--- config.mk ---
export PLATFORM = sky130hd
export DESIGN_NAME = sje_alu
export DESIGN_NICKNAME = d
export VERILOG_FILES = /design/src/rtl/sje_pkg.sv /design/src/rtl/sje_alu.sv
export SDC_FILE = /design/constraint.sdc
export NUM_CORES = 2
export LEC_CHECK = 0
export BUFFER_PORTS_ARGS = -buffer_cell sky130_fd_sc_hd__buf_2
export CORE_MARGIN = 8
export CORE_UTILIZATION = 41
export DETAILED_ROUTE_END_ITERATION = 8
export PLACE_DENSITY = 0.65
export SKIP_LAST_GASP = 1
export SLEW_MARGIN = 40
export SYNTH_ARGS = -nofsm -noshare
export SYNTH_HDL_FRONTEND = slang
export SYNTH_SLANG_ARGS = --single-unit
export TNS_END_PERCENT = 20
--- constraint.sdc ---
create_clock -name clock -period 11 [get_ports clock]
set_clock_uncertainty 0.05 [all_clocks]
set_input_delay 2.2 -clock clock [delete_from_list [all_inputs] [get_ports clock]]
set_output_delay 2.2 -clock clock [all_outputs]
set_load 0.01 [all_outputs]
--- src/rtl/sje_pkg.sv ---
`default_nettype none
package sje_pkg;

   typedef enum logic [1:0] {
      ALU_MUL  = 2'd0,
      ALU_SQRT = 2'd1,
      ALU_DIV  = 2'd2
   } alu_op_type;

   typedef struct packed {
      logic       start;
      alu_op_type op;
   } alu_req_type;

   localparam logic [1:0] CSR_MAX_SWEEPS = 2'd0;
   localparam logic [1:0] CSR_CONVERGE   = 2'd1;
   localparam logic [1:0] CSR_FLOOR      = 2'd2;

   localparam logic [7:0] MAX_SWEEPS_RST = 8'd100;
   localparam logic [5:0] DIV12          = 6'd12;

   // floor(x / 12) = (x * RECIP12) >> RECIP12_SH for any 64-bit x
   localparam logic [63:0] RECIP12    = 64'hAAAA_AAAA_AAAA_AAAB;
   localparam int          RECIP12_SH = 67;

   function automatic logic signed [63:0] sat_w(input logic signed [63:0] x, input int w);
      logic signed [63:0] hi;
      logic signed [63:0] lo;
      hi = (64'sd1 <<< (w - 1)) - 64'sd1;
      lo = -hi - 64'sd1;
      if (x > hi) return hi;
      if (x < lo) return lo;
      return x;
   endfunction

   function automatic logic [63:0] mag64(input logic signed [63:0] x);
      return x[63] ? 64'(-x) : 64'(x);
   endfunction

   function automatic logic signed [63:0] mulr_fin(input logic [127:0] p, input logic neg,
                                                   input int sh);
      logic [127:0] t;
      logic [63:0]  m;
      t = (p + (128'd1 << (sh - 1))) >> sh;
      m = (t[127:64] != 64'd0) ? '1 : t[63:0];
      if (m[63]) m = {1'b0, {63{1'b1}}};
      return neg ? -$signed(m) : $signed(m);
   endfunction

endpackage
`default_nettype wire

--- src/rtl/sje_alu.sv ---
`default_nettype none
module sje_alu (
   input  wire logic                 clock,
   input  wire logic                 reset,
   input  wire sje_pkg::alu_req_type req,
   input  wire logic [127:0]         opa,
   input  wire logic [63:0]          opb,
   output logic      [127:0]         res,
   output logic                      done
);

   typedef enum logic [1:0] {
      AS_IDLE = 2'b01,
      AS_RUN  = 2'b10
   } alu_state_type;

   alu_state_type       st_ff, st_in;
   sje_pkg::alu_op_type op_ff, op_in;
   logic [6:0]          cnt_ff, cnt_in, last;
   logic [127:0]        acc_ff, acc_in;
   logic [63:0]         ma_ff, ma_in, mb_ff, mb_in;
   logic [65:0]         rem_ff, rem_in;
   logic                over_ff, over_in, dz_ff, dz_in, done_ff, done_in;
   logic [71:0]         part;
   logic [67:0]         remx, trial;
   logic [64:0]         r2;

   always_comb begin
      unique case (op_ff)
         sje_pkg::ALU_MUL:  last = 7'd7;
         sje_pkg::ALU_SQRT: last = 7'd63;
         default:           last = 7'd127;
      endcase
   end

   always_comb begin
      part  = ma_ff * mb_ff[63:56];
      remx  = {rem_ff, acc_ff[127:126]};
      trial = {2'b00, mb_ff, 2'b01};
      r2    = {rem_ff[63:0], acc_ff[127]};
      st_in   = st_ff;
      op_in   = op_ff;
      cnt_in  = cnt_ff;
      acc_in  = acc_ff;
      ma_in   = ma_ff;
      mb_in   = mb_ff;
      rem_in  = rem_ff;
      over_in = over_ff;
      dz_in   = dz_ff;
      done_in = 1'b0;
      unique case (st_ff)
         AS_IDLE: begin
            if (req.start) begin
               st_in   = AS_RUN;
               op_in   = req.op;
               cnt_in  = '0;
               rem_in  = '0;
               over_in = 1'b0;
               dz_in   = (opb == 64'd0);
               acc_in  = (req.op == sje_pkg::ALU_MUL) ? 128'd0 : opa;
               ma_in   = (req.op == sje_pkg::ALU_MUL) ? opa[63:0] : opb;
               mb_in   = (req.op == sje_pkg::ALU_MUL) ? opb : 64'd0;
            end
         end
         AS_RUN: begin
            case (op_ff)
               sje_pkg::ALU_MUL: begin
                  acc_in = (acc_ff << 8) + 128'(part);
                  mb_in  = mb_ff << 8;
               end
               sje_pkg::ALU_SQRT: begin
                  acc_in = acc_ff << 2;
                  if (remx >= trial) begin
                     rem_in = 66'(remx - trial);
                     mb_in  = {mb_ff[62:0], 1'b1};
                  end else begin
                     rem_in = remx[65:0];
                     mb_in  = {mb_ff[62:0], 1'b0};
                  end
               end
               default: begin
                  acc_in = acc_ff << 1;
                  if (r2 >= {1'b0, ma_ff}) begin
                     rem_in = {2'b00, 64'(r2 - {1'b0, ma_ff})};
                     mb_in  = {mb_ff[62:0], 1'b1};
                     if (!cnt_ff[6]) over_in = 1'b1;
                  end else begin
                     rem_in = {2'b00, r2[63:0]};
                     mb_in  = {mb_ff[62:0], 1'b0};
                  end
               end
            endcase
            cnt_in = cnt_ff + 7'd1;
            if (cnt_ff == last) begin
               st_in   = AS_IDLE;
               done_in = 1'b1;
            end
         end
         default: st_in = AS_IDLE;
      endcase
   end

   always_ff @(posedge clock) begin
      if (reset) begin
         st_ff   <= AS_IDLE;
         done_ff <= 1'b0;
      end else begin
         st_ff   <= st_in;
         done_ff <= done_in;
      end
      op_ff   <= op_in;
      cnt_ff  <= cnt_in;
      acc_ff  <= acc_in;
      ma_ff   <= ma_in;
      mb_ff   <= mb_in;
      rem_ff  <= rem_in;
      over_ff <= over_in;
      dz_ff   <= dz_in;
   end

   always_comb begin
      unique case (op_ff)
         sje_pkg::ALU_MUL:  res = acc_ff;
         sje_pkg::ALU_SQRT: res = {64'd0, mb_ff};
         default:           res = {64'd0, (over_ff || dz_ff) ? 64'hFFFF_FFFF_FFFF_FFFF : mb_ff};
      endcase
   end

   assign done = done_ff;

endmodule
`default_nettype wire

Yosys cells after proc, flatten, opt, wreduce, memory -nomap -nowiden
Cells that the tools add are included.
Storage, ports and cells
  register bits after elaboration: 336
  input bits: 197
  output and inout port bits: 129
  logic and storage cells: 70
Cells by class
  add/sub/neg operators: 4
  $mul: 1
  order comparisons: 2
  equal/unequal tests: 10
  mux-type cells: 30
  bitwise gates (word level): 1
  reduce and logical (&&, ||, !) cells: 12
Operators by type and width (count)
  case mux 128 bit (2 select lines): 3
  2-to-1 mux 64 bit: 5
  case mux 66 bit (2 select lines): 2
  2-to-1 mux 128 bit: 2
  case mux 64 bit (2 select lines): 2
  2-to-1 mux 66 bit: 2
  adder 128 x 72 -> 128 bit: 1
  multiplier 64 x 8 -> 72 bit: 1
  >= comparator 68 x 66 -> 1 bit: 1
  subtractor 66 bit: 1
  >= comparator 65 x 64 -> 1 bit: 1
  logical NOT 64 bit: 1
  subtractor 64 bit: 1
  case mux 7 bit (2 select lines): 2
  != test 2 bit (second input constant): 6
  adder 7 x 1 -> 7 bit (second input constant): 1
  == test 7 bit: 1
  2-to-1 mux 1 bit: 7
  2-to-1 mux 7 bit: 1
  AND reduction 2 bit: 3
  AND reduction 5 bit: 1
  == test 2 x 1 -> 1 bit (second input constant): 2
  logical NOT 2 bit: 2
  2-to-1 mux 2 bit: 2
  other kinds (8): 9

Depth between registers and ports, before layout
  depth in word-level cells: 5
  depth in mapped cells: 25
  depth with buffers taken out: 22

Worst setup path after synthesis
No wires, ideal clock.
  kind: input to register
  start point: input req[2] in the netlist's numbering
  end point: register acc_ff[0], enable pin
  setup time: 1.595 ns
  arrival: 5.591 ns
  data required time: 9.355 ns
  setup slack: 3.764 ns
  cell stages on the path: 2
  path buffers: 0
  cell sequence: nand3b_1 -> nand2_1
On the way
  cells in the longest elaborated chain, start to end: 2
RTL lines
  start: declaration: RTL line sje_alu.sv:5  | input wire sje_pkg::alu_req_type req,
  != test 2 bit (no source line)
  AND reduction 2 bit (no source line)
  end signal: assignment: RTL line sje_alu.sv:113  | acc_ff <= acc_in;
  end: declaration: RTL line sje_alu.sv:20  | logic [127:0] acc_ff, acc_in;
Every way passes these cells.
A chain may end at the register's enable or synchronous reset.

Worst setup path in the final report
  start point: register mb_ff[61]
  end point: register acc_ff[126], data pin
On the way
  cells in the longest elaborated chain, start to end: 4
RTL lines
  start: declaration: RTL line sje_alu.sv:21  | logic [63:0] ma_ff, ma_in, mb_ff, mb_in;
  start signal: assignment: RTL line sje_alu.sv:115  | mb_ff <= mb_in;
  multiplier 64 x 8 -> 72 bit: RTL line sje_alu.sv:37  | part = ma_ff * mb_ff[63:56];
  adder 128 x 72 -> 128 bit: RTL line sje_alu.sv:68  | acc_in = (acc_ff << 8) + 128'(part);
  case mux 128 bit (2 select lines): RTL line sje_alu.sv:66  | case (op_ff)
  case mux 128 bit (2 select lines): RTL line sje_alu.sv:51  | unique case (st_ff)
  via acc_in[126]: RTL line sje_alu.sv:20
The timed path passes the listed nets, and every way through them passes these cells.

==> run metrics <==
largest net degree at the start of global routing=between 90 and 100; antenna-violating nets left=0; mean routed wirelength per cell=~26 microns; flops & latches, synth=between 300 and 400; Critical Path End Type=flop; Die Span X=347 microns; startpoint types=flop; most frequent cells in the layout=inv_1, nand2_1, nor2_1, a21oi_1, fa_1; DRT Wirelength=between 150000 and 200000 microns; min-delay worst type=reg -> reg; share of cells above drive strength 1=0.107; Core Area=about 110000 sq um; dpl ws=roughly 2.6 ns; Final Hold Viols=0; CP max stage cell=a2111oi_1; vias in the first global route=~42000; via count=approximately 42000; Reg2Reg Setup Slack=2.50 ns; Mapped Cells=5390; distinct cell type count of the synthesized netlist=95; CTS tree=done; critical path class=reg -> reg; R2R cell count=22; Synth Area per Inst=8.36 sq um; initial DRC count=around 4900; Yosys warning count=0; first-pass GRT wire length=~270000 microns; Slew @ Worst Pin=around 0.85 ns; Fin Setup TNS=0 ns; Critical Path Most Common Cell=fa_1; Cell Area, Synth=45000 sq um; worst setup margin=roughly 2.5 ns; Synth area leader=edfxtp_1; Final period util=0.773; CTS HTree Levels=2; most common cell after layout, fill and taps aside=inv_1; RSZ-0062 raised after global routing=no; std cell rows=121; EDFF count, synth=~330; total setup buffers inserted after CTS=0; initial antenna violation count=15; grt ovf=0; TritonCTS buffer count=46; gr usage total=0.286; fin crit period=8.50 ns; crit-path leading delay family=compound AO/OA/AOI/OAI gates; Die Area=around 120000 sq um; DRC viols=0; Ports=roughly 330; Hold-fix buffers, CTS=0; largest cells by area after synthesis=edfxtp_1, fa_1, ha_1, inv_1, a21oi_1; worst reg2reg endpoint=acc_ff[126]$_DFFE_PP_; LEAKAGE=about 23 nW; Worst EP required=approximately 11 ns; Cell Pwr Density=254 nW/um^2; sequential element share of the synthesized area=0.223; Synth Flop Type=edfxtp_1; number of buffers and inverters on the critical path=5; Slew Limit Fails=0; worst r2r src=mb_ff[61]$_DFFE_PP_; Hold Path End=acc_ff[38]$_DFFE_PP_; Highest Clock Rate=approximately 120 MHz; CTS Root Cell=clkbuf_16; Rel. slew slack=0.434; HP Start=acc_ff[37]$_DFFE_PP_; crit-path cells=inv_2 -> buf_4 -> nor2_1 -> fa_1 -> fa_1 -> fa_1 -> inv_1 -> fa_1 -> inv_1 -> ha_1 -> nand3_1 -> o22ai_1 -> a22oi_1 -> a2111oi_0 -> o2111ai_1 -> a2111oi_1 -> o211ai_1 -> clkbuf_2 -> nor3_2 -> nand4_1 -> xor2_1 -> o221ai_1; Synth top area share=0.222; register clock-pin slew on the reported worst setup and hold paths=~0.06 ns; CP arrival=~8.8 ns; PostCTS Resize Cnt=0; Hold Crit Depth=2; Final Setup Violations=0; routability cong.=between 1 and 1.5; hold slack=approximately 0.52 ns; Initial Util=0.414; highest net fanout along the worst path=23; Max-Cap Viols=0; Area growth syn-to-layout=9.49%; worst-case clock buffer depth=3; clk_lat worst skew=~0.65 ns; async set-reset flop share out of synthesis=0; CP max stage delay=0.84 ns; height of the die=about 350 microns; nets=6389; status=completed; clock sinks=336; DR pass1 iterations=7; maximum vdd drop=between 200 and 300 uV; Synthesized Nets=roughly 6300; Port Buffers=325; Via density=around 6.1; DP HPWL=approximately 140000 microns
[where the power goes]
group	total [mW]	internal [mW]	switching, mW
logic	9.26	3.23	6.02
clock network	1.55	0.882	0.672
registers	1.71	1.56	0.148
[metal layers]
metal  GRT usage  part of all wire  vias to the layer above
li1            -                 -                    18701
met1       0.383              0.41                    20929
met2       0.448              0.45                     2286
met3      0.0627             0.097                      360
met4       0.119             0.049                        6
met5           0           0.00019                        -
[how the worst max path moves through the flow]
stage / start / end / cells after the start
global route: mb_ff[63]$_DFFE_PP_ / acc_ff[126]$_DFFE_PP_ / 22
floorplan: req[2] / acc_ff[0]$_DFFE_PP_ / 2
detailed placement: mb_ff[63]$_DFFE_PP_ / acc_ff[126]$_DFFE_PP_ / 21
global placement: mb_ff[62]$_DFFE_PP_ / acc_ff[126]$_DFFE_PP_ / 20
CTS: mb_ff[63]$_DFFE_PP_ / acc_ff[126]$_DFFE_PP_ / 21
finish: mb_ff[61]$_DFFE_PP_ / acc_ff[126]$_DFFE_PP_ / 22
[cells by family after synthesis]
kind of cell    after synthesis  synth area share
flops                       336             0.223
xor+xnor                    226            0.0439
mux                         136            0.0321
simple gates               1600             0.158
buf+inv                    1022            0.0884
compound gates             1403             0.196
fa+ha+maj                   667             0.258
[worst min-delay path, stage by stage (launching register included)]
cell and delay, ns:
edfxtp_1 0.34, a21oi_1 0.06, o21ai_0 0.06
[per-stage QoR]
step / cells / util / total power, mW / cell area (sq um)
6_report: 6983 / 0.453 / 12.5 / 49300
5_1_grt: 6982 / 0.453 / 13.5 / 49300
3_5_place_dp: 6889 / 0.439 / 10.7 / 47800
2_1_floorplan: 5390 / - / 8.07 / 45000
3_3_place_gp: 6888 / 0.438 / 10.7 / 47700
4_1_cts: 6971 / 0.452 / 12.4 / 49300
[registers in the layout, summed over array words and instances, names as in the netlist]
| register | count |
|---|---|
| acc_ff | 128 |
| rem_ff | 66 |
| ma_ff | 64 |
| mb_ff | 64 |
| cnt_ff | 7 |
| op_ff | 2 |
| st_ff | 2 |
| done | 1 |
| dz_ff | 1 |
| over_ff | 1 |
[synth_stat cells (all sizes together) (10+ instances only)]
cell type / number
nand4: 68
a21o: 157
o2111ai: 10
clkbuf: 246
o21a: 32
nand2b: 28
mux2i: 67
nor4: 35
inv: 717
o22ai: 31
a21oi: 470
mux2: 69
ha: 231
a221oi: 41
o31ai: 14
edfxtp: 333
xnor2: 146
buf: 40
and4: 10
nor2: 560
and2: 83
clkinv: 12
o211ai: 77
a22o: 14
a31oi: 40
or3: 19
nor2b: 24
or2: 14
and3: 46
fa: 436
a22oi: 18
o21bai: 41
a211oi: 57
nor3: 48
nand2: 569
o221ai: 18
o21ai: 298
nand3: 76
xor2: 80
[area by class of cell]
| class | count | area [sq um] |
|---|---|---|
| flip-flops and latches | 336 | 10100 |
| multi-input cells | 4032 | 31200 |
| inverters | 729 | 2740 |
| repair buffers | 380 | 2080 |
| well taps | 1414 | 1770 |
| fillers | 10695 | 59500 |
| clock buffers | 56 | 1220 |
| diodes | 10 | 25.0 |
| clock inverters | 26 | 260 |
(Power assumes the default switching activity.)
